<file path="src/design/mieu_pkg.sv">
`timescale 1ns / 1ps
// ----------------------------------------------------------------------------
// mieu_pkg
// shared types, opcodes and status codes of the integer execute unit
// ----------------------------------------------------------------------------
package mieu_pkg;

  localparam int unsigned XLEN     = 32;
  localparam int unsigned NREGS    = 32;
  localparam int unsigned RIDX_W   = 5;

  localparam logic [31:0] JUMP_REGION_MASK = 32'hf000_0000;
  localparam logic [31:0] JUMP_INDEX_MASK  = 32'h03ff_ffff;
  localparam logic [31:0] ALL_ONES         = 32'hffff_ffff;
  localparam logic [15:0] IMM_MASK         = 16'hffff;

  localparam logic [1:0] ST_EXEC   = 2'd0;
  localparam logic [1:0] ST_BRANCH = 2'd1;
  localparam logic [1:0] ST_UNSUP  = 2'd2;

  // primary opcodes
  localparam logic [5:0] OP_SPECIAL = 6'd0;
  localparam logic [5:0] OP_REGIMM  = 6'd1;
  localparam logic [5:0] OP_JAL     = 6'd3;
  localparam logic [5:0] OP_BEQ     = 6'd4;
  localparam logic [5:0] OP_BNE     = 6'd5;
  localparam logic [5:0] OP_BLEZ    = 6'd6;
  localparam logic [5:0] OP_BGTZ    = 6'd7;
  localparam logic [5:0] OP_ADDI    = 6'd8;
  localparam logic [5:0] OP_ADDIU   = 6'd9;
  localparam logic [5:0] OP_SLTI    = 6'd10;
  localparam logic [5:0] OP_SLTIU   = 6'd11;
  localparam logic [5:0] OP_ANDI    = 6'd12;
  localparam logic [5:0] OP_ORI     = 6'd13;
  localparam logic [5:0] OP_XORI    = 6'd14;
  localparam logic [5:0] OP_LUI     = 6'd15;
  localparam logic [5:0] OP_COP0    = 6'd16;

  // cop0 rs forms
  localparam logic [4:0] C0_MF = 5'd0;
  localparam logic [4:0] C0_CF = 5'd2;
  localparam logic [4:0] C0_MT = 5'd4;
  localparam logic [4:0] C0_CT = 5'd6;

  // special function codes
  localparam logic [5:0] FN_SLL   = 6'd0;
  localparam logic [5:0] FN_SRL   = 6'd2;
  localparam logic [5:0] FN_SRA   = 6'd3;
  localparam logic [5:0] FN_SLLV  = 6'd4;
  localparam logic [5:0] FN_SRLV  = 6'd6;
  localparam logic [5:0] FN_SRAV  = 6'd7;
  localparam logic [5:0] FN_JR    = 6'd8;
  localparam logic [5:0] FN_JALR  = 6'd9;
  localparam logic [5:0] FN_MFHI  = 6'd16;
  localparam logic [5:0] FN_MTHI  = 6'd17;
  localparam logic [5:0] FN_MFLO  = 6'd18;
  localparam logic [5:0] FN_MTLO  = 6'd19;
  localparam logic [5:0] FN_MULT  = 6'd24;
  localparam logic [5:0] FN_MULTU = 6'd25;
  localparam logic [5:0] FN_DIV   = 6'd26;
  localparam logic [5:0] FN_DIVU  = 6'd27;
  localparam logic [5:0] FN_ADD   = 6'd32;
  localparam logic [5:0] FN_ADDU  = 6'd33;
  localparam logic [5:0] FN_SUB   = 6'd34;
  localparam logic [5:0] FN_SUBU  = 6'd35;
  localparam logic [5:0] FN_AND   = 6'd36;
  localparam logic [5:0] FN_OR    = 6'd37;
  localparam logic [5:0] FN_XOR   = 6'd38;
  localparam logic [5:0] FN_NOR   = 6'd39;
  localparam logic [5:0] FN_SLT   = 6'd42;
  localparam logic [5:0] FN_SLTU  = 6'd43;

  typedef struct packed {
    logic [31:0] instr_word;
    logic [31:0] instr_pc;
  } in_word_t;

  typedef struct packed {
    logic [1:0]  status;
    logic        branch_taken;
    logic [31:0] next_pc;
    logic        reg_write;
    logic [4:0]  reg_index;
    logic [31:0] reg_value;
  } out_word_t;

  typedef enum logic [1:0] {
    S_IDLE,
    S_EXEC,
    S_DIV,
    S_WB
  } state_t;

  typedef struct packed {
    logic accept;
    logic exec;
    logic commit;
  } ctrl_cmd_t;

  typedef struct packed {
    logic div_run;
    logic div_busy;
    logic out_free;
  } dp_stat_t;

endpackage

</file>
<file path="src/design/mieu_ctrl.sv">
`timescale 1ns / 1ps
`default_nettype none
// ----------------------------------------------------------------------------
// mieu_ctrl
// sequencer: accept, execute, optional divide, write back
// ----------------------------------------------------------------------------
module mieu_ctrl
  import mieu_pkg::*;
(
  input  wire logic       clk,
  input  wire logic       rst_n,
  input  wire logic       in_valid,
  output logic            in_ready,
  input  wire dp_stat_t   stat,
  output ctrl_cmd_t       cmd
);

  state_t state_r, state_nxt;

  always_ff @(posedge clk) begin
    if (!rst_n) begin
      state_r <= S_IDLE;
    end else begin
      state_r <= state_nxt;
    end
  end

  always_comb begin
    state_nxt  = state_r;
    cmd        = '0;
    in_ready   = 1'b0;
    unique case (state_r)
      S_IDLE: begin
        in_ready = 1'b1;
        if (in_valid) begin
          cmd.accept = 1'b1;
          state_nxt  = S_EXEC;
        end
      end
      S_EXEC: begin
        cmd.exec  = 1'b1;
        state_nxt = stat.div_run ? S_DIV : S_WB;
      end
      S_DIV: begin
        if (!stat.div_busy) begin
          state_nxt = S_WB;
        end
      end
      S_WB: begin
        if (stat.out_free) begin
          cmd.commit = 1'b1;
          state_nxt  = S_IDLE;
        end
      end
      default: state_nxt = S_IDLE;
    endcase
  end

endmodule
`default_nettype wire

</file>
<file path="config.mk">
export PLATFORM = sky130hd
export DESIGN_NAME = mieu_ctrl
export DESIGN_NICKNAME = d
export VERILOG_FILES = /design/src/design/mieu_pkg.sv /design/src/design/mieu_ctrl.sv
export SDC_FILE = /design/constraint.sdc
export NUM_CORES = 1
export LEC_CHECK = 0
export BUFFER_PORTS_ARGS = -buffer_cell sky130_fd_sc_hd__buf_4
export CORE_AREA = 2 2 39 41
export DETAILED_ROUTE_END_ITERATION = 8
export DIE_AREA = 0 0 41 43
export GPL_TIMING_DRIVEN = 0
export SLEW_MARGIN = 20
export SYNTH_ARGS = -nofsm -noshare
export SYNTH_HDL_FRONTEND = slang
export SYNTH_SLANG_ARGS = --single-unit
</file>
<file path="constraint.sdc">
create_clock -name clk -period 4.4 [get_ports clk]
set_clock_uncertainty 0.2 [all_clocks]
set_input_delay 0.88 -clock clk [delete_from_list [all_inputs] [get_ports clk]]
set_output_delay 0.88 -clock clk [all_outputs]
set_load 0.02 [all_outputs]
</file>
==> results of run 1 <==
==> cells in the mapped netlist <==
library cell	number	area (sq um)
nand4_1	1	6.26
nand2b_1	2	12.5
o221a_1	1	11.3
nand3_1	1	5.00
dfxtp_1	2	40.0
and2_1	2	12.5
a211o_1	1	8.76
inv_1	3	11.3
o2111a_1	1	11.3
a21boi_2	1	11.3
a31o_1	1	8.76
ha_1	4	50.1
nand2_1	1	3.75
==> metal layers <==
layer  global-route usage, %  vias to the layer above  wire [um]
met3                    1.57                        0         36
met4                    8.00                        0          0
met5                       0                        -          0
met1                    5.10                       91        154
li1                        -                      100          -
met2                    9.06                        6        231
==> final cells by class <==
| cell class | instances | area [sq um] | share of cell area (%) |
|---|---|---|---|
| repair buffers | 9 | 67.6 | 22.3 |
| inverters | 3 | 11.3 | 3.72 |
| clock buffers | 3 | 22.5 | 7.44 |
| well taps | 16 | 20.0 | 6.61 |
| multi-input cells | 16 | 141 | 46.7 |
| flip-flops and latches | 2 | 40.0 | 13.2 |
==> worst max-delay path, cell delays in order <==
cell and delay (ns):
buf_4 0.11, and2_1 0.14, buf_4 0.15
==> final timing paths <==
kind | from | to | slack, ns | depth (start not counted)
setup / recovery | stat[0] | cmd[0] | 2.04 | 3
hold / removal | state_r[0] | state_r[0] | 0.40 | 1
setup reg to reg | state_r[0] | state_r[0] | 2.83 | 4
hold reg to reg | state_r[0] | state_r[0] | 0.40 | 1
==> power by group through the flow <==
| stage | combinational (mW) | sequential [mW] | clock, mW |
|---|---|---|---|
| 6_report | 0.120 | 0.0362 | 0.0396 |
| 5_1_grt | 0.133 | 0.0370 | 0.0436 |
| 4_1_cts | 0.124 | 0.0362 | 0.0429 |
| 3_5_place_dp | 0.123 | 0.0365 | 0 |
| 3_3_place_gp | 0.118 | 0.0363 | 0 |
| 2_1_floorplan | 0.0854 | 0.0341 | 0 |
==> stage by stage <==
step	power [mW]	hold WS, ns	std cells
finish	0.196	0.400	49
global placement	0.154	0.393	46
global route	0.214	0.415	49
floorplan	0.119	0.347	21
CTS	0.203	0.403	49
detailed placement	0.160	0.393	46
==> cell families after synthesis <==
logic type / after synthesis
AOI/OAI and AO/OA: 5
and+or+nand+nor: 7
buffers and inverters: 3
DFF: 2
adders and majority gates: 4
==> impl_metrics.tcl, run 1 <==
set metrics [dict create \
    syn_to_final_growth_pct 57.1 \
    die_h_um 43 \
    num_io_pins 10 \
    io_buffers 9 \
    synth_seq_cells 2 \
    grt_pass1_vias 211 \
    routedWlPerCell_um 8.59 \
    first_pass_iters 2 \
    nFillCells 168 \
    clkTransAtPathRegs_ns 0.03 \
    top_regs "state_r: 2 flops" \
    fp-row-count 14 \
    hold_path.class "flop to flop" \
    net-switching-power_uw 83.6 \
    clockRootBuffer "clkbuf_4" \
    die_x_um 41 \
    clock-sinks 2 \
    numCtsBuffers 3 \
    dpl_cell_area_sq_um 280 \
    drt_iter0_drc 1 \
    critPathCaptureType "primary output" \
    synth_seq_area_share_pct 20.8 \
    postCtsSetupBuffers 0 \
    pre_cts_slack_ns 2.04 \
    ctsHoldBuffers 0 \
    report.final.slew_viol_count 0 \
    synthesis.nets 31 \
    dieArea_sq_um 1760 \
    path_max_fanout 2 \
    grtUsageTotal_pct 6.01 \
    final_common_cell "buf_4" \
    largest_register "state_r" \
    drive_gt1_share_pct 39.4 \
    syn_area_sq_um 193 \
    finish.utilization_pct 21.9 \
    antenna_found_initial 0 \
    seq_power_share_pct 18.5 \
    avgSynthCellArea_sq_um 9.18 \
    core_area_sq_um 1380 \
    power.density_nw_per_um2 648 \
    rsz0062_at_grt "no" \
    synth_top_family_by_area "compound AO/OA/AOI/OAI gates" \
    cts_resized 0 \
    largest_reg_flops 2 \
    stdcell_area_sq_um 303 \
    grt_pass1_wl_um 669 \
    drc 0 \
    detail-route-antenna-nets 0 \
    nets 45 \
    synthMuxAreaShare_pct 0 \
    avgViaCountPerCell 4.02 \
    cts_tree "built" \
    totalWireLength_um 421 \
    irDropWorstVdd_v 0.000128 \
    synth_warnings 0 \
    grt_overflow_total 0 \
    leakage_nw 0.144 \
    fin_crit_sh_pct 53.6 \
    dp_hpwl_um 362 \
    start_util_pct 13.9 \
    gp_congestion 0.655 \
    clk_latency_ns 0.22 \
    cp.arrival_ns 1.28 \
    start_kind "primary input" \
    layout_common_cells "buf_4 (9), ha_1 (4), inv_1 (3), clkbuf_4 (3)" \
    synth-simple-area-share_pct 20.8 \
    cts.htree.levels 1 \
    synth_xor_area_share_pct 0 \
    pwr-share-comb_pct 61.4 \
    fin_crit_ns 2.36 \
    max_slew_margin_pct 89.0 \
    crit_type "primary input to primary output" \
    worst_slew_pin_slew_ns 0.165 \
    postSynthCellCount 21 \
    required_ns 3.32 \
    setup_viol 0 \
    num_vias 197 \
    synth_compound_area_share_pct 26.6 \
    synth_cell_types 13 \
    max-cap-violations 0 \
    setup_tns_ns 0 \
    hold_viol 0 \
    synth_fa_ha_area_share_pct 26.0 \
    grt_max_degree 6 \
    p_clk_share_pct 20.2 \
    swShare_pct 42.6 \
    antennaDiodeCount 0 \
    status "finished, final reports clean" \
    p_int_uw 113 \
    clockBufferDepth 2 \
    setup_slack_ns 2.04 \
    fmax_mhz 424 \
]
(Power assumes the default switching activity.)
==> run 2, diff against run 1 <==
--- a/config.mk
+++ b/config.mk
@@ -5,6 +5,7 @@
 export SDC_FILE = /design/constraint.sdc
 export NUM_CORES = 1
 export LEC_CHECK = 0
+export ABC_AREA = 1
 export BUFFER_PORTS_ARGS = -buffer_cell sky130_fd_sc_hd__buf_4
 export CORE_AREA = 2 2 39 41
 export DETAILED_ROUTE_END_ITERATION = 8
==> constraint.sdc (replaced) <==
create_clock -name clk -period 2.3 [get_ports clk]
set_clock_uncertainty 0.2 [all_clocks]
set_input_delay 0.46 -clock clk [delete_from_list [all_inputs] [get_ports clk]]
set_output_delay 0.46 -clock clk [all_outputs]
set_load 0.02 [all_outputs]
==> impl_metrics.tcl, run 2 <==
set metrics [dict create \
    status "finished, final reports clean" \
    synth_area_leaders "ha_1 (25%), nand2_1 (21%), dfxtp_1 (20%)" \
    top_regs "state_r: 2 flops" \
    synthMuxAreaShare_pct 0 \
    antenna_found_initial 0 \
    drive_gt1_share_pct 28.9 \
    layout_common_cells "nand2_1 (11), inv_1 (10), buf_4 (9)" \
    clk_latency_ns 0.22 \
    dp_hpwl_um 321 \
    hold_viol 0 \
    start_kind "flop" \
    synth_xor_area_share_pct 0 \
    avgSynthCellArea_sq_um 6.07 \
    antennaDiodeCount 0 \
    required_ns 1.64 \
    synth_top_family_by_area "simple AND/OR/NAND/NOR gates" \
    detail-route-antenna-nets 0 \
    io_buffers 9 \
    largest_reg_flops 2 \
    irDropWorstVdd_v 0.000286 \
    setup_viol 0 \
    path_cells "inv_1 -> ha_1 -> nand2_1 -> inv_1 -> buf_4" \
    syn_to_final_growth_pct 55.0 \
    synth_most_common_cell "nand2_1" \
    yosys.area.top_type "ha_1" \
    grt_pass1_wl_um 607 \
    totalWireLength_um 391 \
    cp_common_cell "inv_1" \
    synth_edf_count 0 \
    first_pass_iters 2 \
    crit_type "flop to primary output" \
    synth_compound_area_share_pct 5.00 \
    grt_pass1_vias 186 \
    max_slew_margin_pct 87.7 \
    num_vias 216 \
    async_flop_share_pct 0 \
    final_common_cell "nand2_1" \
    crit_family "flip-flops" \
    synth_cell_types 7 \
    worst_slew_pin_slew_ns 0.184 \
    hold_path.class "primary input to flop" \
    grt_overflow_total 0 \
    critPathCaptureType "primary output" \
    crit_buf_inv 3 \
    routedWlPerCell_um 6.41 \
    power.density_nw_per_um2 1270 \
    netlist.area_leader.share_pct 25.0 \
    cp.arrival_ns 1.21 \
    cts_tree "built" \
    synth_seq_area_share_pct 20.0 \
    die_x_um 41 \
    postSynthCellCount 33 \
    clkTransAtPathRegs_ns 0.03 \
    fin_crit_sh_pct 81.2 \
    cts.htree.levels 1 \
    postCtsSetupBuffers 0 \
    clockRootBuffer "clkbuf_4" \
    synthesis.nets 43 \
    setup_slack_ns 0.432 \
    leakage_nw 0.196 \
    path_max_fanout 5 \
    die_h_um 43 \
    numCtsBuffers 3 \
    rsz0062_at_grt "no" \
    netlist_top_cells_count "nand2_1 (11), inv_1 (10), ha_1 (4)" \
    grtUsageTotal_pct 5.71 \
    largest_register "state_r" \
    pre_cts_slack_ns 0.643 \
    fp-row-count 14 \
    ys.flop_type "dfxtp_1" \
    dieArea_sq_um 1760 \
    core_area_sq_um 1380 \
    whs_ns 0.291 \
    synth_fa_ha_area_share_pct 25.0 \
    slowest_stage "dfxtp_1" \
    synth_warnings 0 \
    syn_area_sq_um 200 \
    drc 0 \
    drt_iter0_drc 3 \
    clockBufferDepth 2 \
    nets 57 \
    setup_tns_ns 0 \
    grt_max_degree 6 \
    synth-simple-area-share_pct 31.3 \
    ctsHoldBuffers 0 \
    gp_congestion 0.587 \
    synth_seq_cells 2 \
    report.final.slew_viol_count 0 \
    start_util_pct 14.5 \
    clock-sinks 2 \
    fin_crit_ns 1.87 \
    cts_resized 0 \
    fmax_mhz 535 \
    max-cap-violations 0 \
    avgViaCountPerCell 3.54 \
    max_stage_delay_ns 0.40 \
    num_io_pins 10 \
]
-- run 2: cell types whose count changed after synthesis, moves of 2 or more --
cell	change
and2_1	-2
nand2_1	+10
a21oi_1	+2
nand2b_1	-2
inv_1	+7
nand3_1	+2
-- run 2: where the power goes --
group | switching [mW] | internal (mW) | leakage [nW]
registers | 0.0240 | 0.0528 | 0.0165
clock network | 0.0194 | 0.0575 | 0.0138
logic | 0.136 | 0.103 | 0.166
-- run 2: logic make-up after synthesis --
logic type / count (synthesis)
flops: 2
compound gates: 2
fa+ha+maj: 4
simple gates: 15
buf+inv: 10
-- run 2: through the flow --
step / util (%) / std cells / area (sq um) / total power [mW]
2_1_floorplan: - / 33 / 200 / 0.246
3_3_place_gp: 20.8 / 58 / 288 / 0.318
3_5_place_dp: 20.8 / 58 / 288 / 0.322
4_1_cts: 22.4 / 61 / 310 / 0.405
5_1_grt: 22.4 / 61 / 310 / 0.438
6_report: 22.4 / 61 / 310 / 0.393
-- run 2: final timing paths --
check	startpoint	to	slack (ns)	cells after the start
worst max-delay path	state_r[0]	cmd[2]	0.43	5
worst min-delay path	rst_n	state_r[1]	0.29	3
worst max register to register	state_r[0]	state_r[0]	0.86	7
worst min register to register	state_r[1]	state_r[1]	0.33	2
-- run 2: cell type report --
| type | instances | area (sq um) |
|---|---|---|
| Sequential cell | 2 | 40.0 |
| Fill cell | 164 | 1070 |
| Multi-Input combinational cell | 21 | 123 |
| Tap cell | 16 | 20.0 |
| Clock buffer | 3 | 22.5 |
| Timing Repair Buffer | 9 | 67.6 |
| Inverter | 10 | 37.5 |
-- run 2: worst reg2reg max path: cells and delay by family, from the launching register on --
kind            cells  cell delay (ns)
flops               1             0.40
simple gates        3             0.26
fa+ha+maj           1             0.24
buf+inv             2             0.15
compound gates      1             0.12
-- run 2: metal layers --
metal | vias up | GRT usage, % | wire length [um] | share of wire, %
met3 | 0 | 4.71 | 35 | 9.0
met1 | 89 | 4.78 | 181 | 46
li1 | 121 | - | - | -
met4 | 0 | 6.00 | 0 | 0
met5 | - | 0 | 0 | 0
met2 | 6 | 7.50 | 174 | 45
